$ cat src/hdl/ax25p_pkg.sv
`timescale 1ns / 1ps
// shared types, codes and limits for the ax25 ui frame parser
// no dependencies; used by the core, the top level and the checker
package ax25p_pkg;

  // default limits, overridable on the top level
  localparam int PATH_MAX_DEF = 8;
  localparam int INFO_MAX_DEF = 256;

  // parse phases
  localparam logic [2:0] PH_DEST  = 3'd0;
  localparam logic [2:0] PH_SRC   = 3'd1;
  localparam logic [2:0] PH_RPT   = 3'd2;
  localparam logic [2:0] PH_CTRL  = 3'd3;
  localparam logic [2:0] PH_PID   = 3'd4;
  localparam logic [2:0] PH_INFO  = 3'd5;
  localparam logic [2:0] PH_DRAIN = 3'd6;

  // result kinds
  localparam logic [1:0] KIND_ADDR   = 2'd0;
  localparam logic [1:0] KIND_INFO   = 2'd1;
  localparam logic [1:0] KIND_STATUS = 2'd2;

  // end-of-frame status codes
  localparam logic [1:0] ST_OK       = 2'd0;
  localparam logic [1:0] ST_PARSE    = 2'd1;
  localparam logic [1:0] ST_OVERFLOW = 2'd2;
  localparam logic [1:0] ST_NOT_UI   = 2'd3;

  localparam logic [3:0] SLOT_DEST = 4'd0;
  localparam logic [3:0] SLOT_SRC  = 4'd1;
  localparam logic [3:0] SLOT_RPT0 = 4'd2;

  localparam logic [2:0] GROUP_LAST = 3'd6;  // seventh byte of an address
  localparam int         GROUP_BUF  = 6;     // bytes kept before the seventh
  localparam int         LEN_MIN    = 16;
  localparam logic [7:0] CTRL_UI    = 8'h03;
  localparam logic [6:0] CHAR_SPACE = 7'h20;
  localparam int         TAIL_INFO  = 4;     // info bytes a short tail can hold

  // every result one input byte causes, in delivery order:
  // address, then info bytes, then status
  typedef struct packed {
    logic                      addr_v;
    logic [3:0]                slot;
    logic [41:0]               chars;
    logic [2:0]                clen;
    logic [3:0]                ssid;
    logic                      rep;
    logic [2:0]                info_cnt;
    logic [TAIL_INFO-1:0][7:0] info;
    logic                      status_v;
    logic [7:0]                ctrl;
    logic [7:0]                pid;
    logic [8:0]                ilen;
    logic [1:0]                st;
  } run_t;

  typedef struct packed {
    logic [1:0]  result_kind;
    logic [3:0]  address_slot;
    logic [41:0] callsign_chars;
    logic [2:0]  callsign_length;
    logic [3:0]  ssid;
    logic        repeated;
    logic [7:0]  info_byte;
    logic [7:0]  control_byte;
    logic [7:0]  protocol_id;
    logic [8:0]  info_length;
    logic [1:0]  status;
    logic        last_of_run;
  } res_t;

endpackage

$ cat src/hdl/ax25p_if.sv
`timescale 1ns / 1ps
// valid/ready channel interfaces for frame bytes in and parse results out
// no dependencies
interface ax25p_in_if;
  logic       valid;
  logic       ready;
  logic [7:0] frame_byte;
  logic       end_of_frame;

  modport source (output valid, output frame_byte, output end_of_frame, input ready);
  modport sink (input valid, input frame_byte, input end_of_frame, output ready);
endinterface

interface ax25p_out_if;
  logic        valid;
  logic        ready;
  logic [1:0]  result_kind;
  logic [3:0]  address_slot;
  logic [41:0] callsign_chars;
  logic [2:0]  callsign_length;
  logic [3:0]  ssid;
  logic        repeated;
  logic [7:0]  info_byte;
  logic [7:0]  control_byte;
  logic [7:0]  protocol_id;
  logic [8:0]  info_length;
  logic [1:0]  status;
  logic        last_of_run;

  modport source (
    output valid, input ready,
    output result_kind, output address_slot, output callsign_chars,
    output callsign_length, output ssid, output repeated, output info_byte,
    output control_byte, output protocol_id, output info_length,
    output status, output last_of_run
  );
  modport sink (
    input valid, output ready,
    input result_kind, input address_slot, input callsign_chars,
    input callsign_length, input ssid, input repeated, input info_byte,
    input control_byte, input protocol_id, input info_length,
    input status, input last_of_run
  );
endinterface

$ cat src/hdl/ax25p_core.sv
`timescale 1ns / 1ps
// frame state and per-byte decode: computes every result a byte causes
// depends on ax25p_pkg
module ax25p_core #(
  parameter int PATH_MAX = ax25p_pkg::PATH_MAX_DEF,
  parameter int INFO_MAX = ax25p_pkg::INFO_MAX_DEF
) (
  input  logic             clk,
  input  logic             rst,
  input  logic             take,
  input  logic [7:0]       frame_byte,
  input  logic             end_of_frame,
  output ax25p_pkg::run_t  run
);

  localparam logic [3:0] RptEnd = 4'(PATH_MAX + 2);
  localparam logic [8:0] InfoLim = 9'(INFO_MAX);

  logic [2:0] phase, phase_next;
  logic [2:0] byte_in_group, byte_in_group_next;
  logic [7:0] group_buffer [ax25p_pkg::GROUP_BUF];
  logic [3:0] address_count, address_count_next;
  logic [4:0] length_seen, length_seen_next;
  logic [8:0] info_count, info_count_next;
  logic [1:0] error_latch, error_latch_next;
  logic [7:0] control_hold, control_hold_next;
  logic [7:0] pid_hold, pid_hold_next;

  logic [7:0] tail [ax25p_pkg::GROUP_BUF];
  logic [2:0] want;
  logic [2:0] taken;
  logic       in_group;

  assign in_group = (phase == ax25p_pkg::PH_DEST) || (phase == ax25p_pkg::PH_SRC) ||
                    (phase == ax25p_pkg::PH_RPT);

  // buffered group with the current byte dropped in at its position
  always_comb begin
    for (int i = 0; i < ax25p_pkg::GROUP_BUF; i++) begin
      tail[i] = (byte_in_group == 3'(i)) ? frame_byte : group_buffer[i];
    end
  end

  always_comb begin
    phase_next         = phase;
    byte_in_group_next = byte_in_group;
    address_count_next = address_count;
    length_seen_next   = (length_seen < 5'(ax25p_pkg::LEN_MIN)) ? length_seen + 5'd1
                                                                : length_seen;
    info_count_next    = info_count;
    error_latch_next   = error_latch;
    control_hold_next  = control_hold;
    pid_hold_next      = pid_hold;
    want               = 3'd0;
    taken              = 3'd0;

    run          = '0;
    run.slot     = address_count;
    run.ssid     = frame_byte[4:1];
    run.clen     = 3'd6;
    for (int i = 0; i < ax25p_pkg::GROUP_BUF; i++) begin
      run.chars[7*i +: 7] = tail[i][7:1];
    end
    for (int i = ax25p_pkg::GROUP_BUF - 1; i >= 0; i--) begin
      if (tail[i][7:1] == ax25p_pkg::CHAR_SPACE) run.clen = 3'(i);
    end

    case (phase)
      ax25p_pkg::PH_DEST, ax25p_pkg::PH_SRC, ax25p_pkg::PH_RPT: begin
        if (byte_in_group != ax25p_pkg::GROUP_LAST) begin
          byte_in_group_next = byte_in_group + 3'd1;
        end else begin
          byte_in_group_next = 3'd0;
          if (phase == ax25p_pkg::PH_DEST) begin
            run.addr_v         = 1'b1;
            run.slot           = ax25p_pkg::SLOT_DEST;
            address_count_next = address_count + 4'd1;
            if (frame_byte[0]) begin
              error_latch_next = ax25p_pkg::ST_PARSE;
              phase_next       = ax25p_pkg::PH_DRAIN;
            end else begin
              phase_next = ax25p_pkg::PH_SRC;
            end
          end else if (phase == ax25p_pkg::PH_SRC) begin
            run.addr_v         = 1'b1;
            run.slot           = ax25p_pkg::SLOT_SRC;
            address_count_next = address_count + 4'd1;
            phase_next = frame_byte[0] ? ax25p_pkg::PH_CTRL : ax25p_pkg::PH_RPT;
          end else if (address_count < ax25p_pkg::SLOT_RPT0 || address_count >= RptEnd) begin
            // path already full
            error_latch_next = ax25p_pkg::ST_OVERFLOW;
            phase_next       = ax25p_pkg::PH_DRAIN;
          end else begin
            run.addr_v         = 1'b1;
            run.rep            = frame_byte[7];
            address_count_next = address_count + 4'd1;
            if (frame_byte[0]) phase_next = ax25p_pkg::PH_CTRL;
          end
        end
      end
      ax25p_pkg::PH_CTRL: begin
        control_hold_next = frame_byte;
        phase_next        = ax25p_pkg::PH_PID;
      end
      ax25p_pkg::PH_PID: begin
        pid_hold_next = frame_byte;
        if (control_hold != ax25p_pkg::CTRL_UI) begin
          error_latch_next = ax25p_pkg::ST_NOT_UI;
          phase_next       = ax25p_pkg::PH_DRAIN;
        end else begin
          phase_next = ax25p_pkg::PH_INFO;
        end
      end
      ax25p_pkg::PH_INFO: begin
        if (info_count >= InfoLim) begin
          error_latch_next = ax25p_pkg::ST_OVERFLOW;
          phase_next       = ax25p_pkg::PH_DRAIN;
        end else begin
          run.info_cnt    = 3'd1;
          run.info[0]     = frame_byte;
          info_count_next = info_count + 9'd1;
        end
      end
      default: begin
      end
    endcase

    if (end_of_frame) begin
      // a partial repeater group turns out to be control, pid and info
      if (phase_next == ax25p_pkg::PH_RPT && byte_in_group_next >= 3'd2) begin
        want              = byte_in_group_next - 3'd2;
        control_hold_next = tail[0];
        pid_hold_next     = tail[1];
        if (tail[0] != ax25p_pkg::CTRL_UI) begin
          error_latch_next = ax25p_pkg::ST_NOT_UI;
          phase_next       = ax25p_pkg::PH_DRAIN;
        end else if (9'(want) > InfoLim) begin
          taken            = 3'(INFO_MAX);
          error_latch_next = ax25p_pkg::ST_OVERFLOW;
          phase_next       = ax25p_pkg::PH_DRAIN;
        end else begin
          taken      = want;
          phase_next = ax25p_pkg::PH_INFO;
        end
        for (int j = 0; j < ax25p_pkg::TAIL_INFO; j++) begin
          run.info[j] = tail[j+2];
        end
        run.info_cnt    = taken;
        info_count_next = 9'(taken);
      end

      run.status_v = 1'b1;
      run.ctrl     = control_hold_next;
      run.pid      = pid_hold_next;
      run.ilen     = info_count_next;
      if (length_seen_next < 5'(ax25p_pkg::LEN_MIN)) run.st = ax25p_pkg::ST_PARSE;
      else if (error_latch_next != ax25p_pkg::ST_OK) run.st = error_latch_next;
      else if (phase_next == ax25p_pkg::PH_INFO) run.st = ax25p_pkg::ST_OK;
      else run.st = ax25p_pkg::ST_PARSE;

      phase_next         = ax25p_pkg::PH_DEST;
      byte_in_group_next = 3'd0;
      address_count_next = 4'd0;
      length_seen_next   = 5'd0;
      info_count_next    = 9'd0;
      error_latch_next   = ax25p_pkg::ST_OK;
      control_hold_next  = 8'd0;
      pid_hold_next      = 8'd0;
    end
  end

  always_ff @(posedge clk) begin
    if (rst) begin
      phase         <= ax25p_pkg::PH_DEST;
      byte_in_group <= 3'd0;
      address_count <= 4'd0;
      length_seen   <= 5'd0;
      info_count    <= 9'd0;
      error_latch   <= ax25p_pkg::ST_OK;
      control_hold  <= 8'd0;
      pid_hold      <= 8'd0;
    end else if (take) begin
      phase         <= phase_next;
      byte_in_group <= byte_in_group_next;
      address_count <= address_count_next;
      length_seen   <= length_seen_next;
      info_count    <= info_count_next;
      error_latch   <= error_latch_next;
      control_hold  <= control_hold_next;
      pid_hold      <= pid_hold_next;
    end
  end

  always_ff @(posedge clk) begin
    if (take && in_group && byte_in_group != ax25p_pkg::GROUP_LAST) begin
      group_buffer[byte_in_group] <= frame_byte;
    end
  end

endmodule

$ cat src/hdl/ax25_ui_frame_parser_top.sv
`timescale 1ns / 1ps
// each accepted byte's results are registered in a result buffer, then moved one by one into the output register
// throughput: one byte per cycle while the output is ready; a byte that causes k results (k up to 5)
//   holds the input until the result buffer has drained, one a cycle while the output is ready
// reset: synchronous rst returns the parser to awaiting a destination address
//   and empties the result buffer and output register
module ax25_ui_frame_parser_top #(
  parameter int PATH_MAX = ax25p_pkg::PATH_MAX_DEF,
  parameter int INFO_MAX = ax25p_pkg::INFO_MAX_DEF
) (
  input logic         clk,
  input logic         rst,
  ax25p_in_if.sink    frame_in,
  ax25p_out_if.source result_out
);

  ax25p_pkg::run_t run_new;
  ax25p_pkg::run_t run;
  ax25p_pkg::res_t res;
  ax25p_pkg::res_t pick;

  logic [2:0] run_n, run_idx, new_n, info_idx;
  logic       pending, move, last_move, take, out_valid;

  ax25p_core #(
    .PATH_MAX (PATH_MAX),
    .INFO_MAX (INFO_MAX)
  ) u_core (
    .clk          (clk),
    .rst          (rst),
    .take         (take),
    .frame_byte   (frame_in.frame_byte),
    .end_of_frame (frame_in.end_of_frame),
    .run          (run_new)
  );

  assign new_n = 3'(run_new.addr_v) + run_new.info_cnt + 3'(run_new.status_v);

  assign pending   = (run_idx != run_n);
  assign move      = pending && (!out_valid || result_out.ready);
  assign last_move = move && (run_idx == run_n - 3'd1);
  assign frame_in.ready = !pending || last_move;
  assign take      = frame_in.valid && frame_in.ready;

  // pick the buffered result at run_idx
  always_comb begin
    info_idx = run_idx - 3'(run.addr_v);
    pick     = '0;
    pick.last_of_run = (run_idx == run_n - 3'd1);
    if (run.addr_v && run_idx == 3'd0) begin
      pick.result_kind     = ax25p_pkg::KIND_ADDR;
      pick.address_slot    = run.slot;
      pick.callsign_chars  = run.chars;
      pick.callsign_length = run.clen;
      pick.ssid            = run.ssid;
      pick.repeated        = run.rep;
    end else if (info_idx < run.info_cnt) begin
      pick.result_kind = ax25p_pkg::KIND_INFO;
      pick.info_byte   = run.info[info_idx[1:0]];
    end else begin
      pick.result_kind  = ax25p_pkg::KIND_STATUS;
      pick.control_byte = run.ctrl;
      pick.protocol_id  = run.pid;
      pick.info_length  = run.ilen;
      pick.status       = run.st;
    end
  end

  always_ff @(posedge clk) begin
    if (rst) begin
      run_n     <= 3'd0;
      run_idx   <= 3'd0;
      out_valid <= 1'b0;
    end else begin
      if (take) begin
        run_n   <= new_n;
        run_idx <= 3'd0;
      end else if (move) begin
        run_idx <= run_idx + 3'd1;
      end
      if (move) out_valid <= 1'b1;
      else if (result_out.ready) out_valid <= 1'b0;
    end
  end

  always_ff @(posedge clk) begin
    if (take) run <= run_new;
    if (move) res <= pick;
  end

  assign result_out.valid           = out_valid;
  assign result_out.result_kind     = res.result_kind;
  assign result_out.address_slot    = res.address_slot;
  assign result_out.callsign_chars  = res.callsign_chars;
  assign result_out.callsign_length = res.callsign_length;
  assign result_out.ssid            = res.ssid;
  assign result_out.repeated        = res.repeated;
  assign result_out.info_byte       = res.info_byte;
  assign result_out.control_byte    = res.control_byte;
  assign result_out.protocol_id     = res.protocol_id;
  assign result_out.info_length     = res.info_length;
  assign result_out.status          = res.status;
  assign result_out.last_of_run     = res.last_of_run;

endmodule

$ cat src/flat_wrapper.sv
// flat-port wrapper written by rule: the top's interface ports become plain ports
module ax25_ui_frame_parser_top_flat 
#(
  parameter int PATH_MAX = ax25p_pkg::PATH_MAX_DEF,
  parameter int INFO_MAX = ax25p_pkg::INFO_MAX_DEF
)
  (clk, rst, frame_in_valid, frame_in_frame_byte, frame_in_end_of_frame, frame_in_ready, result_out_valid, result_out_ready, result_out_result_kind, result_out_address_slot, result_out_callsign_chars, result_out_callsign_length, result_out_ssid, result_out_repeated, result_out_info_byte, result_out_control_byte, result_out_protocol_id, result_out_info_length, result_out_status, result_out_last_of_run);
  ax25p_in_if frame_in_i ();
  ax25p_out_if result_out_i ();
  input logic clk;
  input logic rst;
  input wire logic [$bits(frame_in_i.valid)-1:0] frame_in_valid;
  input wire logic [$bits(frame_in_i.frame_byte)-1:0] frame_in_frame_byte;
  input wire logic [$bits(frame_in_i.end_of_frame)-1:0] frame_in_end_of_frame;
  output wire logic [$bits(frame_in_i.ready)-1:0] frame_in_ready;
  output wire logic [$bits(result_out_i.valid)-1:0] result_out_valid;
  input wire logic [$bits(result_out_i.ready)-1:0] result_out_ready;
  output wire logic [$bits(result_out_i.result_kind)-1:0] result_out_result_kind;
  output wire logic [$bits(result_out_i.address_slot)-1:0] result_out_address_slot;
  output wire logic [$bits(result_out_i.callsign_chars)-1:0] result_out_callsign_chars;
  output wire logic [$bits(result_out_i.callsign_length)-1:0] result_out_callsign_length;
  output wire logic [$bits(result_out_i.ssid)-1:0] result_out_ssid;
  output wire logic [$bits(result_out_i.repeated)-1:0] result_out_repeated;
  output wire logic [$bits(result_out_i.info_byte)-1:0] result_out_info_byte;
  output wire logic [$bits(result_out_i.control_byte)-1:0] result_out_control_byte;
  output wire logic [$bits(result_out_i.protocol_id)-1:0] result_out_protocol_id;
  output wire logic [$bits(result_out_i.info_length)-1:0] result_out_info_length;
  output wire logic [$bits(result_out_i.status)-1:0] result_out_status;
  output wire logic [$bits(result_out_i.last_of_run)-1:0] result_out_last_of_run;
  assign frame_in_i.valid = frame_in_valid;
  assign frame_in_i.frame_byte = frame_in_frame_byte;
  assign frame_in_i.end_of_frame = frame_in_end_of_frame;
  assign frame_in_ready = frame_in_i.ready;
  assign result_out_valid = result_out_i.valid;
  assign result_out_i.ready = result_out_ready;
  assign result_out_result_kind = result_out_i.result_kind;
  assign result_out_address_slot = result_out_i.address_slot;
  assign result_out_callsign_chars = result_out_i.callsign_chars;
  assign result_out_callsign_length = result_out_i.callsign_length;
  assign result_out_ssid = result_out_i.ssid;
  assign result_out_repeated = result_out_i.repeated;
  assign result_out_info_byte = result_out_i.info_byte;
  assign result_out_control_byte = result_out_i.control_byte;
  assign result_out_protocol_id = result_out_i.protocol_id;
  assign result_out_info_length = result_out_i.info_length;
  assign result_out_status = result_out_i.status;
  assign result_out_last_of_run = result_out_i.last_of_run;
  ax25_ui_frame_parser_top #(.PATH_MAX(PATH_MAX), .INFO_MAX(INFO_MAX)) u_core (.clk(clk), .rst(rst), .frame_in(frame_in_i), .result_out(result_out_i));
endmodule
$ cat config.mk
export PLATFORM = sky130hd
export DESIGN_NAME = ax25_ui_frame_parser_top_flat
export DESIGN_NICKNAME = d
export VERILOG_FILES = /design/src/hdl/ax25p_pkg.sv /design/src/hdl/ax25p_if.sv /design/src/hdl/ax25p_core.sv /design/src/hdl/ax25_ui_frame_parser_top.sv /design/src/flat_wrapper.sv
export SDC_FILE = /design/constraint.sdc
export NUM_CORES = 1
export LEC_CHECK = 0
export BUFFER_PORTS_ARGS = -buffer_cell sky130_fd_sc_hd__buf_2
export CAP_MARGIN = 30
export CORE_MARGIN = 2
export CORE_UTILIZATION = 60
export CTS_CLUSTER_DIAMETER = 80
export DETAILED_ROUTE_END_ITERATION = 16
export GPL_ROUTABILITY_DRIVEN = 0
export GPL_TIMING_DRIVEN = 0
export HOLD_SLACK_MARGIN = 0.15
export PLACE_DENSITY = 0.83
export SLEW_MARGIN = 20
export SYNTH_ARGS = -nofsm -noshare
export SYNTH_HDL_FRONTEND = slang
export SYNTH_SLANG_ARGS = --single-unit
export TNS_END_PERCENT = 5
$ cat constraint.sdc
create_clock -name clk -period 10.38 [get_ports clk]
set_clock_uncertainty 0.2 [all_clocks]
set_input_delay 1.038 -clock clk [delete_from_list [all_inputs] [get_ports clk]]
set_output_delay 1.038 -clock clk [all_outputs]
set_load 0.01 [all_outputs]
==> impl_table.tex <==
\begin{tabular}{lr}
\hline
Metric & Value \\
\hline
\multicolumn{2}{l}{\textbf{GRT}} \\
\quad Global-route wire length before repair & 44.3 mm \\
\quad Via count of the first global-routing pass & 8313 \\
\quad Largest net degree at the start of global routing & 82 \\
\quad Total gr overflow & 0 \\
\quad Number of antenna violations at the first check in global routing & 2 \\
\quad Tot GR Track Use & 25.3\% \\
\multicolumn{2}{l}{\textbf{Yosys}} \\
\quad Area contributors post-synth & sky130\_fd\_sc\_hd\_\_edfxtp\_1 59\%, sky130\_fd\_sc\_hd\_\_dfxtp\_1 7.5\%, sky130\_fd\_sc\_hd\_\_and2\_1 4.0\% \\
\quad Async set or reset register ratio after synthesis & 0\% \\
\quad Yosys top cell area share & 58.9\% \\
\quad Dominant cell type by area after synthesis & sky130\_fd\_sc\_hd\_\_edfxtp\_1 \\
\quad Post-synthesis cell area & 0.0131 mm\^{}2 \\
\quad Yosys warnings & 0 \\
\quad Number of synthesized flops with an enable pin & 257 \\
\quad Gate count of the mapped netlist & 987 \\
\quad Net count after synthesis & 1015 \\
\quad Post-Synthesis Mean Instance Area & 13.3 um\^{}2 \\
\quad Number of distinct standard cells referenced by the synthesized netlist & 82 \\
\quad Count of state elements after synthesis & 306 \\
\quad Part of the Yosys area used for sequential elements & 66.4\% \\
\quad Prevailing post-synth register cell & sky130\_fd\_sc\_hd\_\_edfxtp\_1 \\
\multicolumn{2}{l}{\textbf{Die}} \\
\quad Rows & 54 \\
\quad Vertical extent of the die & 152 um \\
\quad Die W & 152 um \\
\quad Starting utilization of the core area & 60.6\% \\
\quad Core region area & 0.0216 mm\^{}2 \\
\quad Num ports & 107 \\
\quad Floorplan die area & 0.0230 mm\^{}2 \\
\multicolumn{2}{l}{\textbf{Hold path}} \\
\quad Worst hold path startpoint & u\_core.u\_core.error\_latch[0] \\
\quad Worst min path class & reg2reg \\
\multicolumn{2}{l}{\textbf{Setup path}} \\
\quad Launching point of the worst reg2reg path & u\_core.u\_core.byte\_in\_group[1] \\
\quad Launch point of the worst path & u\_core.u\_core.byte\_in\_group[1] \\
\quad CP Launch Type & flip-flop \\
\quad Data arrival at the endpoint of the critical path & 4.21 ns \\
\quad Required time at the worst-slack endpoint & 10.63 ns \\
\quad Maximum fanout encountered on the critical timing path & 10 \\
\quad Sort of element at the end of the critical path & flip-flop \\
\quad Critical Setup Path Class & reg2reg \\
\multicolumn{2}{l}{\textbf{Drt}} \\
\quad Total iterations of the first detailed-routing run & 6 \\
\quad Routed wire per std cell & 20.3 um \\
\quad Number of vias in the routed layout & 8583 \\
\quad \# DRC & 0 \\
\quad Met1 wire length & 11.0 mm \\
\quad Top Layer Used & met5 \\
\quad Post-detailed-route count of antenna-violating nets & 0 \\
\quad 1st-iter DRT viols & 1057 \\
\quad Routed wire length on met2 & 13.9 mm \\
\quad Total wire length & 29.1 mm \\
\quad Metal3 WL & 3.13 mm \\
\quad Via density & 5.99 \\
\multicolumn{2}{l}{\textbf{STA}} \\
\quad Transition time at the pin with the least slew margin & 0.931 ns \\
\quad Worst setup margin & 6.42 ns \\
\quad Post-route minimum period & 3.96 ns \\
\quad Max-Slew Margin vs Limit & 37.9\% \\
\quad Maximum achievable frequency & 0.252 GHz \\
\quad Part of the cycle the worst path needs & 38.2\% \\
\quad Final setup fails & 0 \\
\quad Count of endpoints failing hold in the final timing report & 0 \\
\quad Unrepaired setup endpoints after global routing & false \\
\quad Total count of max-transition violations in the final report & 0 \\
\quad Total negative slack for setup checks & 0 ns \\
\multicolumn{2}{l}{\textbf{Placed design}} \\
\quad Minimum setup slack after placement & 6.32 ns \\
\quad HPWL reported at the end of detailed placement & 19.7 mm \\
\quad Inst Count DP & 1378 \\
\quad Port-buffer cells & 106 \\
\multicolumn{2}{l}{\textbf{Finish}} \\
\quad Fillcell total & 1414 \\
\quad Nets & 1158 \\
\quad Non-filler instance count after layout & 1432 \\
\quad Area grow syn2layout & 14.9\% \\
\quad Final core occ & 69.6\% \\
\quad Share of cells above drive strength 1 & 19.3\% \\
\multicolumn{2}{l}{\textbf{Power and ir drop}} \\
\quad Static Leak & 5.53 nW \\
\quad PwrDens & 265 mW/mm\^{}2 \\
\quad Maximum vdd drop & 227 uV \\
\multicolumn{2}{l}{\textbf{CTS}} \\
\quad Clock buffers created by TritonCTS & 30 \\
\quad Root Buffer & sky130\_fd\_sc\_hd\_\_clkbuf\_16 \\
\quad Maximum count of clock buffers along a single path & 3 \\
\quad CTS Hold Bufs & 0 \\
\quad Number of sinks handled by clock tree synthesis & 306 \\
\quad Setup Fix Bufs, Post-CTS & 0 \\
\quad Clock latency reported for the late side of the worst-skew pair & 0.55 ns \\
\quad H-Tree Depth & 1 \\
\quad \# resized after CTS & 0 \\
\quad Worst-path clk slew & 0.06 ns \\
\quad Clock tree from TritonCTS & yes \\
\multicolumn{2}{l}{\textbf{Run}} \\
\quad Max-cap check violation count & 0 \\
\multicolumn{2}{l}{\textbf{Outcome}} \\
\quad Outcome & finished, final reports clean \\
\hline
\end{tabular}
-- worst max-delay path, stage by stage, from the launching register on --
cell	delay (ns)
sky130_fd_sc_hd__dfxtp_1	0.47
sky130_fd_sc_hd__buf_4	0.22
sky130_fd_sc_hd__or3b_1	0.38
sky130_fd_sc_hd__buf_4	0.20
sky130_fd_sc_hd__a31oi_1	0.26
sky130_fd_sc_hd__inv_1	0.09
sky130_fd_sc_hd__ha_1	0.24
sky130_fd_sc_hd__nor4_4	0.45
sky130_fd_sc_hd__nand3_4	0.20
sky130_fd_sc_hd__nor3_1	0.54
sky130_fd_sc_hd__ha_1	0.28
sky130_fd_sc_hd__o31ai_1	0.08
sky130_fd_sc_hd__a311oi_1	0.28
-- path summary, 6_finish.rpt --
| path | slack (ns) | cells after the start | to |
|---|---|---|---|
| worst min register to register | 0.27 | 2 | u_core.u_core.error_latch[0] |
| worst max register to register | 6.42 | 12 | u_core.run_n[2] |
| worst max-delay path | 6.42 | 12 | u_core.run_n[2] |
| worst min-delay path | 0.27 | 2 | u_core.u_core.error_latch[0] |
-- through the flow --
| step | hold slack (ns) | instance area, um^2 | power, mW |
|---|---|---|---|
| 2_1_floorplan | 0.225 | 13100 | 2.56 |
| 3_3_place_gp | 0.241 | 14000 | 2.91 |
| 3_5_place_dp | 0.253 | 14100 | 2.97 |
| 4_1_cts | 0.267 | 15100 | 4.02 |
| 5_1_grt | 0.313 | 15100 | 4.18 |
| 6_report | 0.268 | 15100 | 4.00 |
-- where the power goes --
group | switching, mW | leakage [nW] | internal [mW]
clock network | 0.438 | 0.474 | 0.614
logic | 0.661 | 2.19 | 0.374
registers | 0.0886 | 2.87 | 1.82
total | 1.19 | 5.53 | 2.81
-- layout by cell type, fill, tap and decap left out, drive strengths merged, types with 9 or more instances in the layout --
cell	n
a211oi	9
a21oi	31
a22oi	17
and2	84
buf	129
clkbuf	74
clkinv	15
dfxtp	49
edfxtp	257
ha	14
inv	38
mux2	20
mux2i	30
nand2	65
nand2b	11
nand3	13
nand4	11
nor2	82
nor2b	32
nor3	10
nor4	9
o21ai	31
or3	9
xor2	10
-- sequential cells by signal (all words and copies together) (netlist names), 2 cells and up --
register,flops
u_core.result_out.info_length,9
u_core.result_out.callsign_length,3
u_core.run,117
u_core.result_out.status,2
u_core.result_out.address_slot,4
u_core.u_core.control_hold,8
u_core.u_core.phase,3
u_core.result_out.info_byte,8
u_core.result_out.control_byte,8
u_core.u_core.address_count,4
u_core.run_n,3
u_core.u_core.length_seen,5
u_core.u_core.group_buffer,48
u_core.run_idx,3
u_core.u_core.pid_hold,8
u_core.result_out.ssid,4
u_core.u_core.byte_in_group,3
u_core.result_out.result_kind,2
u_core.u_core.info_count,9
u_core.result_out.protocol_id,8
u_core.u_core.error_latch,2
u_core.result_out.callsign_chars,42
-- synth_stat cells, types with 3 or more instances --
cell and number:
sky130_fd_sc_hd__inv_1 37, sky130_fd_sc_hd__nand3b_1 4, sky130_fd_sc_hd__o21ai_0 25, sky130_fd_sc_hd__nand2b_1 10
sky130_fd_sc_hd__dfxtp_1 49, sky130_fd_sc_hd__a311oi_1 8, sky130_fd_sc_hd__nand2_1 65, sky130_fd_sc_hd__clkbuf_1 39
sky130_fd_sc_hd__a32oi_1 3, sky130_fd_sc_hd__nand3_1 12, sky130_fd_sc_hd__ha_1 14, sky130_fd_sc_hd__o22ai_1 3
sky130_fd_sc_hd__o21ai_1 4, sky130_fd_sc_hd__edfxtp_1 257, sky130_fd_sc_hd__or2_2 4, sky130_fd_sc_hd__and2_1 84
sky130_fd_sc_hd__xnor2_1 6, sky130_fd_sc_hd__nor4_1 8, sky130_fd_sc_hd__buf_2 12, sky130_fd_sc_hd__nor3b_1 3
sky130_fd_sc_hd__mux4_2 8, sky130_fd_sc_hd__nand4_1 11, sky130_fd_sc_hd__xor2_1 10, sky130_fd_sc_hd__mux2i_1 29
sky130_fd_sc_hd__nand4b_1 3, sky130_fd_sc_hd__a21oi_1 30, sky130_fd_sc_hd__nor2b_1 32, sky130_fd_sc_hd__nor2_1 82
sky130_fd_sc_hd__buf_4 3, sky130_fd_sc_hd__or4_1 3, sky130_fd_sc_hd__o31ai_1 3, sky130_fd_sc_hd__a211oi_1 9
sky130_fd_sc_hd__a31oi_1 5, sky130_fd_sc_hd__or3_1 7, sky130_fd_sc_hd__nor3_1 8, sky130_fd_sc_hd__mux2_2 19
sky130_fd_sc_hd__and4_1 4, sky130_fd_sc_hd__a22oi_1 17, sky130_fd_sc_hd__and3_1 5
-- final cells by class --
class / count / area [um^2] / area share (%)
diodes: 1 / 2.50 / 0.0166
plain buffers: 57 / 254 / 1.69
clock buffers: 35 / 791 / 5.25
clock inverters: 18 / 161 / 1.07
inverters: 38 / 143 / 0.947
multi-input cells: 586 / 4030 / 26.7
flip-flops and latches: 306 / 8700 / 57.8
well taps: 280 / 350 / 2.33
repair buffers: 111 / 631 / 4.19
-- routing by layer --
layer	GRT usage, %	vias to the layer above
met1	33.8	4068
met2	41.1	521
met3	5.36	92
li1	-	3900
met5	0	-
met4	9.49	2
-- cells by family after synthesis --
| logic type | count (synthesis) | share of synthesized area (%) |
|---|---|---|
| simple gates | 365 | 15.6 |
| flops | 306 | 66.4 |
| compound gates | 131 | 6.80 |
| buf+inv | 95 | 2.98 |
| mux | 58 | 5.51 |
| xor+xnor | 17 | 1.25 |
| fa+ha+maj | 15 | 1.49 |
(Power assumes the default switching activity.)
